==> src/rtl/core/assert_macros.svh <==
// Assertion macros shared by the RTL in this folder.
// No dependencies; define ASSERT_OFF to compile the checks out.
`ifndef ASSERT_MACROS_SVH
`define ASSERT_MACROS_SVH

`ifndef ASSERT_OFF

// Immediate-consequence check: prop is a full property expression.
`define ASSERT_CLK(label, clk, rst, prop, msg) \
  label: assert property (@(posedge clk) disable iff (rst) prop) else $error(msg);

// Next-cycle check: cond at one edge implies conseq at the next.
`define ASSERT_NEXT(label, clk, rst, cond, conseq, msg) \
  label: assert property (@(posedge clk) disable iff (rst) (cond) |=> (conseq)) \
    else $error(msg);

`else

`define ASSERT_CLK(label, clk, rst, prop, msg)
`define ASSERT_NEXT(label, clk, rst, cond, conseq, msg)

`endif

`endif

==> src/rtl/core/gpe_pkg.sv <==
// Package for the GPIO port with edge interrupts: word types, command and
// register-select codes, pin count and pin mask. No dependencies.
package gpe_pkg;

  localparam int PIN_WIDTH = 12;  // fixed field width on the ports
  localparam int PIN_COUNT = 12;  // implemented pins, 1..12 (at most PIN_WIDTH)

  // Bits at or above PIN_COUNT are held at zero everywhere.
  localparam logic [PIN_WIDTH-1:0] PIN_MASK =
    (PIN_COUNT >= PIN_WIDTH) ? {PIN_WIDTH{1'b1}} :
    PIN_WIDTH'((64'd1 << PIN_COUNT) - 64'd1);

  localparam logic [1:0] CMD_READ       = 2'd0;
  localparam logic [1:0] CMD_WRITE      = 2'd1;
  localparam logic [1:0] CMD_MASK_WRITE = 2'd2;
  localparam logic [1:0] CMD_SAMPLE     = 2'd3;

  localparam logic [2:0] REG_DATA       = 3'd0;
  localparam logic [2:0] REG_DIRECTION  = 3'd1;
  localparam logic [2:0] REG_POLARITY   = 3'd2;
  localparam logic [2:0] REG_BOTH_EDGE  = 3'd3;
  localparam logic [2:0] REG_ENABLE     = 3'd4;
  localparam logic [2:0] REG_RAW_STATUS = 3'd5;
  localparam logic [2:0] REG_MASKED_STS = 3'd6;
  localparam logic [2:0] REG_CLEAR      = 3'd7;

  typedef struct packed {
    logic [1:0]           command;
    logic [2:0]           reg_select;
    logic [PIN_WIDTH-1:0] access_mask;
    logic [PIN_WIDTH-1:0] write_value;
    logic [PIN_WIDTH-1:0] pin_levels;
  } in_item_t;

  typedef struct packed {
    logic [PIN_WIDTH-1:0] read_value;
    logic [PIN_WIDTH-1:0] pad_out;
    logic [PIN_WIDTH-1:0] pad_enable;
    logic                 irq;
    logic                 bad_access;
  } out_item_t;

endpackage

==> src/rtl/core/gpio_port_edge_interrupt_core.sv <==
// GPIO port with edge interrupts: register file, edge detect, result register.
// Depends on gpe_pkg and assert_macros.svh.
`include "assert_macros.svh"

// One 12-pin GPIO port. Each input word is a register read, register write,
// masked data write or pin sample; each gives exactly one result word in the
// cycle after it is accepted, taken from a single output register. A new word
// is accepted every cycle while in_stall is low; in_stall rises only while the
// output register holds a word that the downstream side is stalling, so the
// rate is set by that register alone. Results show the state after the word
// has been applied: pad drive, pad enables and the interrupt line.
module gpio_port_edge_interrupt_core (
  input  logic               clk,
  input  logic               rst,
  input  logic               in_valid,
  output logic               in_stall,
  input  gpe_pkg::in_item_t  in_item,
  output logic               out_valid,
  input  logic               out_stall,
  output gpe_pkg::out_item_t out_item
);
  import gpe_pkg::*;

  logic [PIN_WIDTH-1:0] out_latch, out_latch_next;
  logic [PIN_WIDTH-1:0] direction, direction_next;
  logic [PIN_WIDTH-1:0] rise_select, rise_select_next;
  logic [PIN_WIDTH-1:0] both_select, both_select_next;
  logic [PIN_WIDTH-1:0] irq_enable, irq_enable_next;
  logic [PIN_WIDTH-1:0] raw_status, raw_status_next;
  logic [PIN_WIDTH-1:0] last_pins, last_pins_next;

  logic [PIN_WIDTH-1:0] amask, wval, pins;
  logic [PIN_WIDTH-1:0] rising, falling, events;
  logic [PIN_WIDTH-1:0] rd;
  logic                 bad;
  logic                 accept;
  out_item_t            result;

  assign in_stall = out_valid && out_stall;
  assign accept   = in_valid && !in_stall;

  assign amask = in_item.access_mask & PIN_MASK;
  assign wval  = in_item.write_value & PIN_MASK;
  assign pins  = in_item.pin_levels & PIN_MASK;

  assign rising  = pins & ~last_pins;
  assign falling = ~pins & last_pins;
  assign events  = ((both_select & (rising | falling)) |
                    (~both_select & ((rise_select & rising) | (~rise_select & falling))))
                   & PIN_MASK;

  always_comb begin
    out_latch_next   = out_latch;
    direction_next   = direction;
    rise_select_next = rise_select;
    both_select_next = both_select;
    irq_enable_next  = irq_enable;
    raw_status_next  = raw_status;
    last_pins_next   = last_pins;
    rd               = '0;
    bad              = 1'b0;
    case (in_item.command)
      CMD_READ: begin
        case (in_item.reg_select)
          REG_DATA:       rd = (out_latch & direction) | (last_pins & ~direction);
          REG_DIRECTION:  rd = direction;
          REG_POLARITY:   rd = rise_select;
          REG_BOTH_EDGE:  rd = both_select;
          REG_ENABLE:     rd = irq_enable;
          REG_RAW_STATUS: rd = raw_status;
          REG_MASKED_STS: rd = raw_status & irq_enable;
          default:        rd = '0;  // clear is write-only
        endcase
      end
      CMD_WRITE: begin
        case (in_item.reg_select)
          REG_DATA:       out_latch_next   = wval;
          REG_DIRECTION:  direction_next   = wval;
          REG_POLARITY:   rise_select_next = wval;
          REG_BOTH_EDGE:  both_select_next = wval;
          REG_ENABLE:     irq_enable_next  = wval;
          REG_RAW_STATUS: bad = 1'b1;
          REG_MASKED_STS: bad = 1'b1;
          default:        raw_status_next  = raw_status & ~wval;
        endcase
      end
      CMD_MASK_WRITE: begin
        out_latch_next = (out_latch & ~amask) | (wval & amask);
      end
      default: begin
        raw_status_next = raw_status | events;
        last_pins_next  = pins;
      end
    endcase

    result.read_value = rd & PIN_MASK;
    result.pad_out    = out_latch_next;
    result.pad_enable = direction_next;
    result.irq        = |(raw_status_next & irq_enable_next);
    result.bad_access = bad;
  end

  always_ff @(posedge clk) begin
    if (rst) begin
      out_latch   <= '0;
      direction   <= '0;
      rise_select <= '0;
      both_select <= '0;
      irq_enable  <= '0;
      raw_status  <= '0;
      last_pins   <= '0;
      out_valid   <= 1'b0;
    end else begin
      if (accept) begin
        out_latch   <= out_latch_next;
        direction   <= direction_next;
        rise_select <= rise_select_next;
        both_select <= both_select_next;
        irq_enable  <= irq_enable_next;
        raw_status  <= raw_status_next;
        last_pins   <= last_pins_next;
        out_valid   <= 1'b1;
      end else if (!out_stall) begin
        out_valid <= 1'b0;
      end
    end
  end

  // payload register, no reset
  always_ff @(posedge clk) begin
    if (accept) begin
      out_item <= result;
    end
  end

  // State only moves with a new result word, so a held word stays consistent.
  `ASSERT_CLK(a_irq_matches, clk, rst, out_valid |-> (out_item.irq == |(raw_status & irq_enable)), "irq does not match enabled status")
  `ASSERT_CLK(a_pad_matches, clk, rst, out_valid |-> (out_item.pad_enable == direction && out_item.pad_out == out_latch), "pad word does not match registers")
  `ASSERT_NEXT(a_bad_status_write, clk, rst, accept && in_item.command == CMD_WRITE && (in_item.reg_select == REG_RAW_STATUS || in_item.reg_select == REG_MASKED_STS), out_valid && out_item.bad_access, "status write not flagged")
  `ASSERT_NEXT(a_nonread_zero, clk, rst, accept && in_item.command != CMD_READ, out_item.read_value == '0, "read_value not zero for non-read")

endmodule
==> config.mk <==
export PLATFORM = sky130hd
export DESIGN_NAME = gpio_port_edge_interrupt_core
export DESIGN_NICKNAME = d
export VERILOG_FILES = /design/src/rtl/core/gpe_pkg.sv /design/src/rtl/core/gpio_port_edge_interrupt_core.sv
export VERILOG_INCLUDE_DIRS = /design/src /design/src/rtl/core
export SDC_FILE = /design/constraint.sdc
export NUM_CORES = 1
export LEC_CHECK = 0
export ABC_AREA = 0
export BUFFER_PORTS_ARGS = -buffer_cell sky130_fd_sc_hd__buf_2
export CAP_MARGIN = 20
export CORE_MARGIN = 5
export CORE_UTILIZATION = 53
export DETAILED_ROUTE_END_ITERATION = 6
export PLACE_DENSITY = 0.77
export SLEW_MARGIN = 15
export SYNTH_ARGS = -nofsm -noshare
export SYNTH_HDL_FRONTEND = slang
export SYNTH_SLANG_ARGS = --single-unit
==> constraint.sdc <==
create_clock -name clk -period 2.2 [get_ports clk]
set_input_delay 0 -clock clk [delete_from_list [all_inputs] [get_ports clk]]
set_output_delay 0 -clock clk [all_outputs]
set_load 0.01 [all_outputs]
# Word level (Yosys, flattened, before mapping)
# Cells that the tools add are included.
# word_totals
in_bits	45
ff_bits	123
word_cells	74
# op_classes
eq_ne	9
n_reduce_logical	13
n_bitwise	27
n_mux	12
# op_table
op	n
$and A12 B12 Y12	13
$not A12 Y12	7
$pmux W12 S7	1
$mux W12	6
$or A12 B12 Y12	6
$pmux W12 S2	2
$reduce_or A12 Y1	1
$eq A3 B3 Y1 const B	3
$reduce_or A7 Y1	1
$eq A3 B2 Y1 const B	2
$reduce_and A3 Y1	2
$reduce_or A2 Y1	2
$eq A3 B1 Y1 const B	1
$logic_not A3 Y1	1
$mux W1	3
$reduce_or A3 Y1	1
$eq A2 B1 Y1 const B	1
$eq A2 B2 Y1 const B	1
$logic_and A1 B1 Y1	2
$logic_not A2 Y1	1
$ne A2 B1 Y1 const B	1
$reduce_and A2 Y1	1
$logic_not A1 Y1	1
$not A1 Y1	1

# Depth between registers and ports, before layout
# Gate-level depths: netlist of run 1.
# depth
word_depth	10
mapped_depth	9

# Worst setup path before layout of run 1
# OpenSTA, ideal clock, no wires.
# synth_path
path_type	reg2reg
startpoint	register out_valid
endpoint	register out_item[0] (netlist bit) (enable)
stages_incl_launch_ff	5
t_arrival_ns	1.945
path_slack_ns	-0.162
setup_time_ns	0.417
required_ns	1.783
path_buffers	1
cell_sequence	dfxtp_1 -> nand2_1 -> nand2_1 -> inv_2 -> clkbuf_1
# synth_between
elab_chain_len	3
# synth_lines
item	line_no	source
start, declared	gpio_port_edge_interrupt_core.sv:18	output logic out_valid,
start signal, assigned	gpio_port_edge_interrupt_core.sv:112	out_valid <= 1'b0;
start signal, assigned	gpio_port_edge_interrupt_core.sv:122	out_valid <= 1'b1;
start signal, assigned	gpio_port_edge_interrupt_core.sv:124	out_valid <= 1'b0;
$logic_and A1 B1 Y1	gpio_port_edge_interrupt_core.sv:39	assign in_stall = out_valid && out_stall;
$logic_not A1 Y1	gpio_port_edge_interrupt_core.sv:40	assign accept = in_valid && !in_stall;
$logic_and A1 B1 Y1	gpio_port_edge_interrupt_core.sv:40	
net accept	gpio_port_edge_interrupt_core.sv:36	logic accept;
end signal, assigned	gpio_port_edge_interrupt_core.sv:132	out_item <= result;
end, declared	gpio_port_edge_interrupt_core.sv:20	output gpe_pkg::out_item_t out_item
# The timed path passes the listed nets, and every way through them passes these cells.
# A chain may end at the register's enable or synchronous reset.

==> flow_metrics.tcl, run 1 <==
set metrics [dict create \
    antenna_found_initial 0 \
    r2r-start "last_pins[11]" \
    hold_start "in_item[24]" \
    areaGrowthSynthToFinish_pct 21.26 \
    dominantRegCellSynth "dfxtp_1" \
    yosys.area.top_type "dfxtp_1" \
    finClkSkew_ns 0.008470 \
    htreeDepth 4 \
    whs_ns 0.03220 \
    overflow 0 \
    detail_route.drc_violations 1 \
    cts_made_buffers 17 \
    fin_tns_setup_ns 0 \
    setup_viol 0 \
    powerDensity_nw_per_um2 714.3 \
    yosys_warnings 0 \
    rsz0062_at_grt "false" \
    max_freq_mhz 480.3 \
    yosys-top-cells-area "dfxtp_1 (25%), edfxtp_1 (17%), nand2_1 (7.2%)" \
    max-cap-violations 0 \
    p_leak_nw 3.297 \
    critPathLaunch "last_pins[11]" \
    netlist_top_cells_count "nand2_1 (129), dfxtp_1 (85), a21oi_1 (56), nor2_1 (56), inv_1 (55)" \
    slew_violations 0 \
    fin_util 0.6477 \
    netlist_instances 751 \
    synth_cell_types 53 \
    clock_path_buffers 2 \
    required_ns 2.36 \
    seq_area_frac_synth 0.4251 \
    io_buffers 84 \
    clk_pin_slew_ns 0.06 \
    wl_per_cell_um 20.34 \
    grt_pass1_vias 6293 \
    dieArea_um2 14960 \
    synth_area_um2 6686 \
    wl_mm 21.16 \
    fillers 1044 \
    diodes 0 \
    dp_cells 982 \
    vias_per_cell 6.090 \
    clkLatencyLatePin_ns 0.42 \
    fin_cells 1040 \
    yosys.cell_count.top_type "nand2_1" \
    clkSinkCount 123 \
    final_hold_viol_count 0 \
    end_kind "flip-flop" \
    yosysTopAreaCellShare 0.2545 \
    cp.arrival_ns 2.24 \
    detail-route-antenna-nets 0 \
    critPathLaunchType "flip-flop" \
    power.total_mw 5.791 \
    cts_tree "yes" \
    io_pins 85 \
    grt_max_degree 86 \
    fin_crit_sh 0.9463 \
    grt_first_pass_wirelength_mm 33.02 \
    core_um2 12520 \
    track_usage 0.2888 \
    routabilityCongestion 0.9693 \
    hpwl_mm 14.49 \
    async_flop_share 0 \
    first_iter_violations 712 \
    fin_nets 928 \
    finalCriticalPeriod_ns 2.082 \
    crit_type "flip-flop to flip-flop" \
    r2r_slack_ns 0.12 \
    root_buffer "clkbuf_16" \
    status "finished with violations" \
    synth_seq_cells 123 \
    worst_pin_slew_ns 1.038 \
    die_width_um 122.3 \
    slew_headroom 0.3056 \
    crit_fanout 3 \
    cts_setup_buffers 0 \
    violations "design-rule violations" \
    layout-drive-gt1-share 0.1959 \
    firstDrtPassIters 7 \
    synth_edf_count 38 \
    vias 6334 \
    start_util 0.5342 \
    vdd_drop_max_mv 0.4896 \
    postSynthAreaPerCell_um2 8.903 \
    syn_nets 824 \
    holdCritPathClass "primary input to flip-flop" \
    rows 41 \
    die_h_um 122.3 \
]
-- stage by stage --
| stage | setup slack (ns) | cell area [µm²] |
|---|---|---|
| after floorplan | 0.4118 | 6688 |
| after global placement | 0.2055 | 7272 |
| after detailed placement | 0.1461 | 7272 |
| after CTS | 0.09267 | 8095 |
| after global routing | 0.02474 | 8108 |
| final | 0.1180 | 8108 |
-- path summary, 6_finish.rpt --
path / cells after the start / end
setup / recovery: 8 / out_item[1]
setup reg to reg: 8 / out_item[1]
hold / removal: 4 / out_item[14]
hold reg to reg: 2 / last_pins[6]
-- routing by layer --
layer / track usage / up-vias / wire length (µm)
li1: - / 2896 / -
met1: 0.3700 / 3013 / 8689
met2: 0.4538 / 352 / 9631
met3: 0.08018 / 73 / 2026
met4: 0.1337 / 0 / 810
met5: 0 / - / 0
-- timing repair --
action	4_1_cts	5_1_grt
resized for setup	0	2
hold buffers	26	0
endpoints found under the setup margin	0	1
hold endpoints to repair	42	0
-- critical path: stages, from the launching register on --
cell      delay, ns
dfxtp_1        0.36
inv_1          0.07
ha_1           0.17
mux2_2         0.27
o211ai_1       0.28
a221oi_1       0.19
nor4_2         0.28
buf_4          0.14
nand4_1        0.06
-- registers in the layout, indices dropped and copies added, names as in the netlist, 12 cells and up --
signal,flops
both_select,12
direction,12
irq_enable,12
last_pins,12
out_item,38
out_latch,12
raw_status,12
rise_select,12
-- cells by family (layout without fill, tap and decap cells) --
kind of cell | after synthesis | count (layout) | share of synthesized area
adder cells (fa/ha/maj) | 28 | 28 | 0.05240
flip-flops | 123 | 123 | 0.4251
multiplexers | 53 | 53 | 0.08439
buffers and inverters | 111 | 228 | 0.07335
AO/OA/AOI/OAI | 202 | 202 | 0.2075
AND/OR/NAND/NOR | 234 | 234 | 0.1572
-- cell type report --
type | instances | area [µm²] | share of cell area
Multi-Input combinational cell | 517 | 3366 | 0.4151
Timing Repair Buffer | 138 | 903.4 | 0.1114
Sequential cell | 123 | 2843 | 0.3506
Inverter | 58 | 217.7 | 0.02685
Clock inverter | 9 | 95.09 | 0.01173
Tap cell | 172 | 215.2 | 0.02654
Clock buffer | 23 | 467.9 | 0.05772
-- cells in the final DEF (no fill, tap or decap), drive strengths merged, types with 2 or more instances in the layout --
master / instances
and2: 2
o21a: 2
ha: 28
nor3: 6
a211oi: 12
nand2b: 3
clkinv: 6
o21ai: 34
nand4: 13
a222oi: 6
mux2: 27
and3b: 2
a21oi: 60
bufinv: 2
mux2i: 26
nor2: 57
a21o: 15
a311oi: 4
a32o: 8
dfxtp: 85
nand2: 129
or2: 10
dlygate4sd3: 26
or3: 3
edfxtp: 38
o31ai: 2
buf: 112
inv: 58
clkbuf: 23
a221oi: 22
o211ai: 14
nor4: 3
o31a: 6
a32oi: 13
nor3b: 2
a22oi: 2
-- power breakdown --
group | switching [mW] | internal [mW] | leakage, nW | total [mW]
Clock | 0.980 | 1.71 | 0.276 | 2.69
Combinational | 0.421 | 0.223 | 1.95 | 0.644
Sequential | 0.0408 | 2.42 | 1.07 | 2.46
Total | 1.44 | 4.35 | 3.30 | 5.79
Power figures use the tool's default switching activity.
==> run 2: changes to the inputs <==
Settings changed: CORE_UTILIZATION 53 to 58, PLACE_DENSITY 0.77 to 0.8.
Clock period 2.2 ns to 1.98 ns, I/O delays scaled along.
==> flow_metrics.tcl, run 2 (synthesized netlist as in run 1, its figures left out) <==
set metrics [dict create \
    grt_pass1_vias 6389 \
    fin_tns_setup_ns 0 \
    whs_ns 0.03203 \
    core_um2 11370 \
    final_hold_viol_count 0 \
    diodes 0 \
    status "completed" \
    crit_type "flip-flop to flip-flop" \
    detail-route-antenna-nets 0 \
    max-cap-violations 0 \
    fin_crit_sh 0.9598 \
    grt_first_pass_wirelength_mm 34.56 \
    overflow 0 \
    cts_tree "yes" \
    antenna_found_initial 1 \
    clkSinkCount 123 \
    htreeDepth 4 \
    slew_headroom 0.5673 \
    rsz0062_at_grt "false" \
    die_width_um 117.4 \
    cp.arrival_ns 2.05 \
    layout_setup_ws_ns 0.07967 \
    cts_made_buffers 17 \
    finClkSkew_ns 0.006014 \
    fin_nets 950 \
    wl_mm 21.97 \
    grt_max_degree 48 \
    largest_reg_flops 38 \
    critPathLaunchType "flip-flop" \
    hpwl_mm 15.51 \
    wl_per_cell_um 21.26 \
    clock_path_buffers 2 \
    detail_route.drc_violations 0 \
    rows 39 \
    hold_start "in_item[27]" \
    placed_cell_area_um2 7438 \
    slew_violations 0 \
    layout-drive-gt1-share 0.2382 \
    crit_fanout 4 \
    p_leak_nw 3.425 \
    dieArea_um2 13780 \
    io_buffers 84 \
    holdCritPathClass "primary input to flip-flop" \
    setup_viol 0 \
    fin_area_um2 8351 \
    die_h_um 117.4 \
    power.total_mw 6.536 \
    clkLatencyLatePin_ns 0.42 \
    finalCriticalPeriod_ns 1.900 \
    regMostFlops "out_item" \
    firstDrtPassIters 5 \
    vias_per_cell 6.232 \
    worst_pin_slew_ns 0.6484 \
    start_util 0.5881 \
    clk_pin_slew_ns 0.05 \
    final_cell_mix "nand2_1 (128), buf_2 (84), dfxtp_1 (78)" \
    r2r-start "last_pins[9]" \
    areaGrowthSynthToFinish_pct 24.89 \
    powerDensity_nw_per_um2 782.7 \
    io_pins 85 \
    required_ns 2.13 \
    track_usage 0.3163 \
    end_kind "flip-flop" \
    first_iter_violations 837 \
    place_ws_ns -0.01641 \
    routabilityCongestion 0.9439 \
    critPathLaunch "last_pins[9]" \
    root_buffer "clkbuf_16" \
    final_common_cell "nand2_1" \
    vias 6438 \
    max_freq_mhz 526.2 \
    vdd_drop_max_mv 1.093 \
]
## run 2: changes by cell type in the layout (fill, tap and decap cells not counted), moves of 3 or more
cell / previous run / this run
a221oi_1: 22 / 17
a221oi_2: 0 / 5
buf_12: 1 / 4
buf_4: 27 / 46
dfxtp_1: 85 / 78
dfxtp_2: 0 / 7
inv_1: 55 / 52
## run 2: path summary, 6_finish.rpt
path | endpoint | slack (ns) | cells after the start
max | out_item[1] | 0.08 | 7
min | out_item[17] | 0.03 | 4
max reg2reg | out_item[1] | 0.08 | 7
min reg2reg | last_pins[6] | 0.47 | 2
## run 2: final cells by class
type	count	area [µm²]
timing repair buffer	160	1106
sequential	123	2851
tap	143	178.9
fill	845	3019
clock buffer	25	486.7
inverter	58	220.2
clock inverter	7	88.84
multi-input combinational	517	3418
## run 2: metal layers
metal | wire length, µm | GRT usage
met5 | 46 | 0
met1 | 8401 | 0.3887
met4 | 1042 | 0.1719
met2 | 10400 | 0.5007
met3 | 2073 | 0.08903
## run 2: what timing repair did
item | CTS | global route
endpoints found under the hold margin | 42 | 0
pin swaps | 0 | 13
gates resized for setup | 2 | 23
gates cloned | 0 | 0
setup endpoints to repair | 1 | 15
buffers inserted | 0 | 0
hold buffers | 26 | 0
## run 2: power breakdown
| part | internal (mW) | switching [mW] | leakage [nW] |
|---|---|---|---|
| Clock | 1.95 | 1.09 | 0.284 |
| Sequential | 2.69 | 0.0470 | 1.08 |
| Combinational | 0.280 | 0.483 | 2.07 |
## run 2: per-stage QoR
stage | util | cells
6_report | 0.7345 | 1033
5_1_grt | 0.7345 | 1033
4_1_cts | 0.7288 | 1033
3_5_place_dp | 0.6542 | 975
3_3_place_gp | 0.6542 | 975
2_1_floorplan | - | 751
## run 2: worst max-delay path: stages, from the launching register on
cell and delay [ns]:
dfxtp_2 0.36, inv_1 0.05, ha_1 0.17, mux2_2 0.26, o211ai_1 0.23, a221oi_1 0.15, nor4_1 0.30, nand4_1 0.12
